[config.mk]
export PLATFORM = sky130hd
export DESIGN_NAME = ecdsa_rs_der_integer_encoder_unit
export DESIGN_NICKNAME = d
export VERILOG_FILES = /design/src/hw/rtl/ecdsa_der_pkg.sv /design/src/hw/rtl/ecdsa_der_expand.sv /design/src/hw/rtl/ecdsa_rs_der_integer_encoder_unit.sv
export SDC_FILE = /design/constraint.sdc
export NUM_CORES = 1
export LEC_CHECK = 0
export ABC_AREA = 1
export BUFFER_PORTS_ARGS = -buffer_cell sky130_fd_sc_hd__buf_4
export CORE_ASPECT_RATIO = 0.5
export CORE_MARGIN = 3
export CORE_UTILIZATION = 30
export DETAILED_ROUTE_END_ITERATION = 7
export GPL_ROUTABILITY_DRIVEN = 0
export RECOVER_POWER = 50
export SLEW_MARGIN = 0
export SYNTH_ARGS = -nofsm -noshare
export SYNTH_HDL_FRONTEND = slang
export SYNTH_SLANG_ARGS = --single-unit
[constraint.sdc]
create_clock -name i_clk -period 5.7 [get_ports i_clk]
set_clock_uncertainty 0.15 [all_clocks]
set_input_delay 0.285 -clock i_clk [delete_from_list [all_inputs] [get_ports i_clk]]
set_output_delay 0.285 -clock i_clk [all_outputs]
set_load 0.02 [all_outputs]
[src/hw/rtl/ecdsa_der_pkg.sv]
package ecdsa_der_pkg;

    localparam int unsigned MAX_INT_LEN = 100;
    localparam logic [7:0]  TAG_INTEGER = 8'h02;
    localparam logic [7:0]  ZERO_BYTE   = 8'h00;
    localparam logic [7:0]  ONE_BYTE    = 8'h01;
    localparam int unsigned DER_EXTRA   = (2 + 1) * 2;
    localparam int unsigned BURST_MAX   = 4;

    localparam logic [6:0] RESET_R_LENGTH        = 7'd32;
    localparam logic [6:0] RESET_S_LENGTH        = 7'd32;
    localparam logic [7:0] RESET_BUFFER_CAPACITY = 8'd70;

    typedef enum logic [1:0] {
        CFG_R_LENGTH        = 2'd0,
        CFG_S_LENGTH        = 2'd1,
        CFG_BUFFER_CAPACITY = 2'd2,
        CFG_UNUSED          = 2'd3
    } t_cfg_index;

    typedef enum logic [1:0] {
        ST_OK      = 2'd0,
        ST_LEN_ERR = 2'd1,
        ST_CAP_ERR = 2'd2
    } t_status;

    typedef struct packed {
        logic       s_part;
        logic [6:0] byte_count;
        logic       stripping;
        logic [7:0] emitted;
    } t_seq_state;

    typedef struct packed {
        logic [BURST_MAX-1:0][7:0] bytes;
        logic [2:0]                cnt;
        logic                      data;
        logic                      last;
        t_status                   status;
        logic [7:0]                total;
    } t_burst;

endpackage

[src/hw/rtl/ecdsa_der_expand.sv]
module ecdsa_der_expand (
    input  logic [6:0]                i_r_length,
    input  logic [6:0]                i_s_length,
    input  logic [7:0]                i_buffer_capacity,
    input  ecdsa_der_pkg::t_seq_state i_state,
    input  logic [7:0]                i_in_byte,
    output ecdsa_der_pkg::t_seq_state o_state,
    output ecdsa_der_pkg::t_burst     o_burst
);

    logic [6:0]             len;
    logic                   ends;
    logic                   final_byte;
    ecdsa_der_pkg::t_status err;
    logic [8:0]             need;
    logic [6:0]             rem;
    logic                   pad;
    logic [7:0]             len_byte;

    always_comb begin
        len        = i_state.s_part ? i_s_length : i_r_length;
        ends       = ({1'b0, i_state.byte_count} + 8'd1) >= {1'b0, len};
        final_byte = i_state.s_part && ends;
        need       = {2'b0, i_r_length} + {2'b0, i_s_length}
                     + 9'(ecdsa_der_pkg::DER_EXTRA);
        if (i_r_length == 7'd0 || i_r_length > 7'(ecdsa_der_pkg::MAX_INT_LEN) ||
            i_s_length == 7'd0 || i_s_length > 7'(ecdsa_der_pkg::MAX_INT_LEN)) begin
            err = ecdsa_der_pkg::ST_LEN_ERR;
        end else if ({1'b0, i_buffer_capacity} < need) begin
            err = ecdsa_der_pkg::ST_CAP_ERR;
        end else begin
            err = ecdsa_der_pkg::ST_OK;
        end
        rem      = (i_state.byte_count < len) ? (len - i_state.byte_count) : 7'd1;
        pad      = i_in_byte[7];
        len_byte = {1'b0, rem} + {7'b0, pad};
    end

    always_comb begin
        o_burst        = '0;
        o_burst.data   = 1'b1;
        o_burst.status = ecdsa_der_pkg::ST_OK;
        o_state        = i_state;

        if (err != ecdsa_der_pkg::ST_OK) begin
            if (final_byte) begin
                o_burst.cnt    = 3'd1;
                o_burst.data   = 1'b0;
                o_burst.last   = 1'b1;
                o_burst.status = err;
            end
        end else if (i_state.stripping) begin
            if (i_in_byte != 8'd0) begin
                o_burst.bytes[0] = ecdsa_der_pkg::TAG_INTEGER;
                o_burst.bytes[1] = len_byte;
                if (pad) begin
                    o_burst.bytes[2] = ecdsa_der_pkg::ZERO_BYTE;
                    o_burst.bytes[3] = i_in_byte;
                    o_burst.cnt      = 3'd4;
                end else begin
                    o_burst.bytes[2] = i_in_byte;
                    o_burst.cnt      = 3'd3;
                end
                o_state.stripping = 1'b0;
            end else if (ends) begin
                o_burst.bytes[0] = ecdsa_der_pkg::TAG_INTEGER;
                o_burst.bytes[1] = ecdsa_der_pkg::ONE_BYTE;
                o_burst.bytes[2] = ecdsa_der_pkg::ZERO_BYTE;
                o_burst.cnt      = 3'd3;
            end
        end else begin
            o_burst.bytes[0] = i_in_byte;
            o_burst.cnt      = 3'd1;
        end

        if (err == ecdsa_der_pkg::ST_OK) begin
            o_state.emitted = i_state.emitted + {5'b0, o_burst.cnt};
            if (final_byte && o_burst.cnt != 3'd0) begin
                o_burst.last  = 1'b1;
                o_burst.total = o_state.emitted;
            end
        end

        if (ends) begin
            if (i_state.s_part) begin
                o_state.s_part     = 1'b0;
                o_state.byte_count = 7'd0;
                o_state.stripping  = 1'b1;
                o_state.emitted    = 8'd0;
            end else begin
                o_state.s_part     = 1'b1;
                o_state.byte_count = 7'd0;
                o_state.stripping  = 1'b1;
            end
        end else begin
            o_state.byte_count = i_state.byte_count + 7'd1;
        end
    end

endmodule

[src/hw/rtl/ecdsa_rs_der_integer_encoder_unit.sv]
// DER INTEGER encoder for the r and s halves of an ECDSA signature. Feed the
// big-endian bytes of r, then of s, one byte per input transfer; the unit emits
// 02 len [00] value for each half with leading zero bytes dropped, or a single
// status-only result on the final byte when the lengths or buffer capacity are
// invalid. One input byte is taken per cycle unless stalled; it expands into up
// to four results held in a small burst register that drains one result per
// cycle while the output is not stalled. Input stalls while more than one result
// is left, as in a header burst (three or four bytes, once per half), or while
// the last one is stalled at the output. Configure only while idle.
module ecdsa_rs_der_integer_encoder_unit (
    input  logic       i_clk,
    input  logic       i_rst_n,
    input  logic       i_cfg_we,
    input  logic [1:0] i_cfg_index,
    input  logic [7:0] i_cfg_data,
    input  logic       i_in_valid,
    output logic       o_in_stall,
    input  logic [7:0] i_in_byte,
    output logic       o_res_valid,
    input  logic       i_res_stall,
    output logic [7:0] o_out_byte,
    output logic       o_out_valid,
    output logic       o_last,
    output logic [1:0] o_status,
    output logic [7:0] o_total_length
);

    logic [6:0]                r_r_length;
    logic [6:0]                r_s_length;
    logic [7:0]                r_buffer_capacity;
    ecdsa_der_pkg::t_seq_state r_state;
    ecdsa_der_pkg::t_seq_state n_state;
    ecdsa_der_pkg::t_burst     r_burst;
    ecdsa_der_pkg::t_burst     n_burst;
    logic [2:0]                r_head;
    logic [2:0]                remaining;
    logic                      in_xfer;
    logic                      res_xfer;
    logic                      at_tail;

    ecdsa_der_expand u_expand (
        .i_r_length        (r_r_length),
        .i_s_length        (r_s_length),
        .i_buffer_capacity (r_buffer_capacity),
        .i_state           (r_state),
        .i_in_byte         (i_in_byte),
        .o_state           (n_state),
        .o_burst           (n_burst)
    );

    assign remaining   = r_burst.cnt - r_head;
    assign o_res_valid = remaining != 3'd0;
    assign o_in_stall  = (remaining > 3'd1) || (remaining == 3'd1 && i_res_stall);
    assign in_xfer     = i_in_valid && !o_in_stall;
    assign res_xfer    = o_res_valid && !i_res_stall;
    assign at_tail     = remaining == 3'd1;

    assign o_out_byte     = r_burst.bytes[r_head[1:0]];
    assign o_out_valid    = r_burst.data;
    assign o_last         = r_burst.last && at_tail;
    assign o_status       = r_burst.status;
    assign o_total_length = (r_burst.last && at_tail) ? r_burst.total : 8'd0;

    always_ff @(posedge i_clk) begin
        if (!i_rst_n) begin
            r_r_length        <= ecdsa_der_pkg::RESET_R_LENGTH;
            r_s_length        <= ecdsa_der_pkg::RESET_S_LENGTH;
            r_buffer_capacity <= ecdsa_der_pkg::RESET_BUFFER_CAPACITY;
        end else if (i_cfg_we) begin
            case (ecdsa_der_pkg::t_cfg_index'(i_cfg_index))
                ecdsa_der_pkg::CFG_R_LENGTH:        r_r_length        <= i_cfg_data[6:0];
                ecdsa_der_pkg::CFG_S_LENGTH:        r_s_length        <= i_cfg_data[6:0];
                ecdsa_der_pkg::CFG_BUFFER_CAPACITY: r_buffer_capacity <= i_cfg_data;
                default: ;
            endcase
        end
    end

    always_ff @(posedge i_clk) begin
        if (!i_rst_n) begin
            r_state.s_part     <= 1'b0;
            r_state.byte_count <= 7'd0;
            r_state.stripping  <= 1'b1;
            r_state.emitted    <= 8'd0;
            r_burst            <= '0;
            r_head             <= 3'd0;
        end else if (in_xfer) begin
            r_state <= n_state;
            r_burst <= n_burst;
            r_head  <= 3'd0;
        end else if (res_xfer) begin
            r_head <= r_head + 3'd1;
        end
    end

    a_head_in_burst: assert property (@(posedge i_clk) disable iff (!i_rst_n)
        r_head <= r_burst.cnt && r_burst.cnt <= 3'(ecdsa_der_pkg::BURST_MAX))
        else $error("burst head beyond burst count");

    a_error_is_status_only: assert property (@(posedge i_clk) disable iff (!i_rst_n)
        o_res_valid && o_status != ecdsa_der_pkg::ST_OK |-> !o_out_valid && o_last)
        else $error("error result carries data or is not final");

    a_final_clears_state: assert property (@(posedge i_clk) disable iff (!i_rst_n)
        in_xfer && n_burst.last |=> !r_state.s_part && r_state.byte_count == 7'd0
                                    && r_state.emitted == 8'd0)
        else $error("state not cleared after final byte");

endmodule
# Word-level counts from Yosys, hierarchy flattened
# Index checks and enable logic that the tools add are counted.
# classes
addsub,9
order_cmp,7
eq_ne,4
n_mux,31
bitwise,1
n_reduce_logical,26
# op_table
operator,n
$mux W8,8
$mux W32,1
$mux W7,4
$mux W27,1
$mux W24,1
$mux W9,2
$bmux W8 S2,1
$gt A7 B7 Y1 const B,2
$logic_not A7 Y1,2
$mux W12,1
$mux W11,1
$reduce_and A2 Y1,5
$add A9 B3 Y9 const B,1
$lt A8 B9 Y1,1
$add A7 B1 Y8,1
$add A7 B1 Y8 const B,1
$add A7 B7 Y8,1
$add A8 B3 Y8,1
$ge A8 B7 Y1,1
$reduce_bool A8 Y1,1
$add A7 B1 Y7 const B,1
$lt A7 B7 Y1,1
$sub A7 B7 Y7,1
$logic_and A1 B1 Y1,6
20 further kinds,32
# word_totals
reg_bits,89
in_bits,23
out_inout_bits,22
elab_cells,95

# Logic depth before layout (Yosys ltp)
# logic_depth
ltp_word,11
mapped_depth,34
mapped_depth_nobuf,33

# Hierarchy
# Synthesis repeated with hierarchy kept, for this count alone.
# unflattened
cells_unflattened,998
area_unflattened_um2,6182.2
# modules_own_cells
module,instances,cells_per_inst,area_per_inst_um2,seq_area_each_um2
ecdsa_rs_der_integer_encoder_unit,1,598,3898.7,1781.7
ecdsa_der_expand,1,400,2283.4,0.0

# Least setup slack after synthesis
# OpenSTA, ideal clock, no wires.
# synth_timing
path_type,register -> register
from,register r_r_length[0]
to,register r_state[4] in the netlist's numbering
setup_time_ps,112
t_arrival_ps,4227
t_required_ps,5438
setup_slack_ps,1211
path_stages_with_launch,27
path_buffers,1
period_less_slack_ps,4489
cell_sequence,dfxtp_1 -> ha_1 -> fa_1 -> xor2_1 -> inv_1 -> ha_1 -> or2_2 -> nor4_1 -> xor2_1 -> ha_1 -> nand2_1 -> nand2_1 -> nand3_4 -> inv_2 -> buf_6 -> nand2_1 -> and2_1 -> ha_1 -> fa_1 -> nand2_1 -> inv_1 -> o21a_1 -> xor2_1 -> nand2_1 -> nand2_1 -> nand2_1 -> nand2_1
# synth_rtl
item,line_no,text
start: declaration,ecdsa_rs_der_integer_encoder_unit.sv:28,logic [6:0] r_r_length;
start signal: assignment,ecdsa_rs_der_integer_encoder_unit.sv:66,r_r_length <= ecdsa_der_pkg::RESET_R_LENGTH;
start signal: assignment,ecdsa_rs_der_integer_encoder_unit.sv:71,ecdsa_der_pkg::CFG_R_LENGTH: r_r_length <= i_cfg_data[6:0];
end signal: assignment,ecdsa_rs_der_integer_encoder_unit.sv:88,r_state <= n_state;
end: declaration,ecdsa_rs_der_integer_encoder_unit.sv:31,ecdsa_der_pkg::t_seq_state r_state;

==> metrics.cfg <==
[timing]
min_period_ps=4880
rsz0062_at_grt=no
hold_viol_final=0
worstMarginPinSlew_ps=764
setup_tns_ps=0
setup_viol=0
finalCritPeriodShare_pct=85.7
slew_headroom_pct=48.9
fmaxAchievable_mhz=205
maxSlewViolCount=0

[setup_path]
rr_startpoint=r_r_length[0]
crit_path_start_kind=flop
worstPathArrival_ps=4990
required_ps=5800
ff2ff_path_depth=24
cp-end-kind=flop
worstSetupPathType=flop to flop
rr_endpoint=r_burst[6]
critical_path.max_fanout=11
reg2reg_slack_ps=820

[grt]
antenna_found_initial=0
first_global_vias=4692
overflow=0
grt_start_max_net_pins=40
grt_usage_pct=14.1
grt_pass1_wl_um=22700

[detailed_routing]
ant_nets=0
drt-initial-drc-count=346
dr.pass1.iters=4
viasPerCell=4.75
routed_wl_um=13700
wl_per_cell_um=13.0
drc=0
vias=4989

[flow_run]
drv_cap=0

[synth]
ys.flop_type=dfxtp_1
ys_seq_area_share_pct=32.3
yosys-top-cells-area=dfxtp_1 (32%), nand2_1 (14%), ha_1 (8.6%)
yosys_warnings=0
yosysTopAreaCell=dfxtp_1
syn_area_per_cell_sq_um=6.88
synth_enable_flop_cells=0
netlist_area_sq_um=5390
synth_common_cells=nand2_1 (202), inv_1 (107), dfxtp_1 (87), nor2_1 (63), nand3_1 (55)
yosysMostFrequentCell=nand2_1
async_flop_share_pct=0
netlist.area_leader.share_pct=32.3
ys_ff_latch=87
synth_cell_type_count=43
syn_nets=848
synthCells=784

[power_and_ir_drop]
leakagePower_nw=2.90
vdd_drop_max_mv=0.133
fin_total_pwr_mw=2.20
pwr_density_cell_nw_per_um2=361

[clock_network]
numCtsBuffers=9
htreeDepth=3
postCtsSetupRepairBufs=0
cts.clk_slew.worst_paths_ps=70
cts-root-buf=clkbuf_16
cts_hold_buf=0
cts_resized=0
clock_path_buffers=2
worstSkewPairLatency_ps=340
cts_sinks=87
cts_tree=done

[floorplanning]
dieArea_sq_um=19700
die_h_um=101
start_util_pct=31.8
die_w_um=196
row_count=33
ioPinCount=45
core-area_sq_um=17000

[finish]
final_cells=1051
nets=883
areaGrowthSynthToFinish_pct=13.2
drive_gt1_share_pct=7.65
num_antenna_cells=0

[placement]
io_buffers=44
placedCellCount=1035
post-dp-hpwl_um=10300

[min_path]
holdPathStages=3
min-delay-path-class=input port to flop
hold_path_end=r_buffer_capacity[1]
hold_path_startpoint=i_cfg_data[1]

[run_status]
status=complete, no violations

==> critical path, cell delays in order (launching register included) <==
cell and delay, ps:
dfxtp_1 330, ha_1 250, fa_1 430, xor2_1 160, inv_1 80, ha_1 200
or2_2 310, nor4_1 330, xor2_1 120, ha_1 280, nand2_1 50, nand2_1 160
nand3_4 160, inv_2 200, nand2_1 90, and2_1 140, ha_1 210, fa_1 400
nand2_1 80, inv_1 50, o21a_1 180, nand2_1 80, xnor2_1 150, nand2_1 100
o22ai_1 100
==> per-stage QoR <==
step	area (sq um)	setup WS, ps	util, %	hold slack, ps
4_1_cts	6220	829	36.6	6.77
3_3_place_gp	5880	997	34.7	282
2_1_floorplan	5390	1210	-	248
3_5_place_dp	5880	893	34.7	284
5_1_grt	6100	557	36.0	12.2
6_report	6100	816	36.0	17.5
==> logic make-up after synthesis <==
logic type | synth area share, %
AND/OR/NAND/NOR | 31.2
buffers and inverters | 10.2
flip-flops | 32.3
adder cells (fa/ha/maj) | 10.1
XOR/XNOR | 4.06
AO/OA/AOI/OAI | 12.1
==> report_power, final <==
part | total (mW) | internal [mW] | switching (mW)
logic | 0.832 | 0.260 | 0.572
clock network | 0.650 | 0.389 | 0.261
registers | 0.719 | 0.656 | 0.0633
total | 2.20 | 1.30 | 0.896
==> flip-flops by register name, summed over array words and instances, names as in the netlist <==
name               count
o_out_valid            1
o_status               2
r_buffer_capacity      8
r_burst               42
r_head                 3
r_r_length             7
r_s_length             7
r_state               17
==> worst max-delay path by stage <==
stage / cells after the start / slack [ps] / to / startpoint
5_1_grt: 25 / 560 / r_state[4] / r_r_length[0]
6_report: 24 / 820 / r_burst[6] / r_r_length[0]
2_1_floorplan: 26 / 1210 / r_state[4] / r_r_length[0]
4_1_cts: 24 / 830 / r_burst[6] / r_r_length[0]
3_3_place_gp: 25 / 1000 / r_state[4] / r_r_length[0]
3_5_place_dp: 25 / 890 / r_state[4] / r_r_length[0]
==> placed cells by master, fill, tap and decap left out, drive strengths merged, types with 2 or more instances in the layout <==
| cell type | netlist | routed |
|---|---|---|
| xor2 | 18 | 18 |
| nor2 | 72 | 72 |
| o21ai | 53 | 53 |
| clkbuf | 10 | 33 |
| clkinvlp | 0 | 3 |
| fa | 4 | 4 |
| nor4 | 3 | 3 |
| clkinv | 3 | 5 |
| xnor2 | 7 | 7 |
| bufinv | 0 | 2 |
| dfxtp | 87 | 87 |
| nor3 | 7 | 7 |
| o21a | 2 | 2 |
| o22ai | 20 | 20 |
| nand4 | 24 | 24 |
| nand3b | 2 | 2 |
| nand3 | 56 | 56 |
| buf | 10 | 20 |
| or2 | 3 | 3 |
| a21oi | 39 | 39 |
| ha | 37 | 37 |
| inv | 111 | 111 |
| nand2 | 210 | 210 |
==> cell type report <==
| type | count | area, sq um |
|---|---|---|
| clock inverter | 7 | 109 |
| sequential | 87 | 1740 |
| fill | 1813 | 10900 |
| multi-input combinational | 563 | 3070 |
| inverter | 114 | 429 |
| timing repair buffer | 44 | 244 |
| clock buffer | 9 | 225 |
| tap | 227 | 284 |
==> per-layer routing <==
metal / GRT usage (%) / wire length (um) / share of wire (%)
met5: 0 / 0 / 0
met4: 3.72 / 202 / 1.5
met3: 2.90 / 464 / 3.4
met1: 19.4 / 6910 / 51
met2: 22.6 / 6070 / 44
No activity file was read; power rests on OpenSTA's default activity.
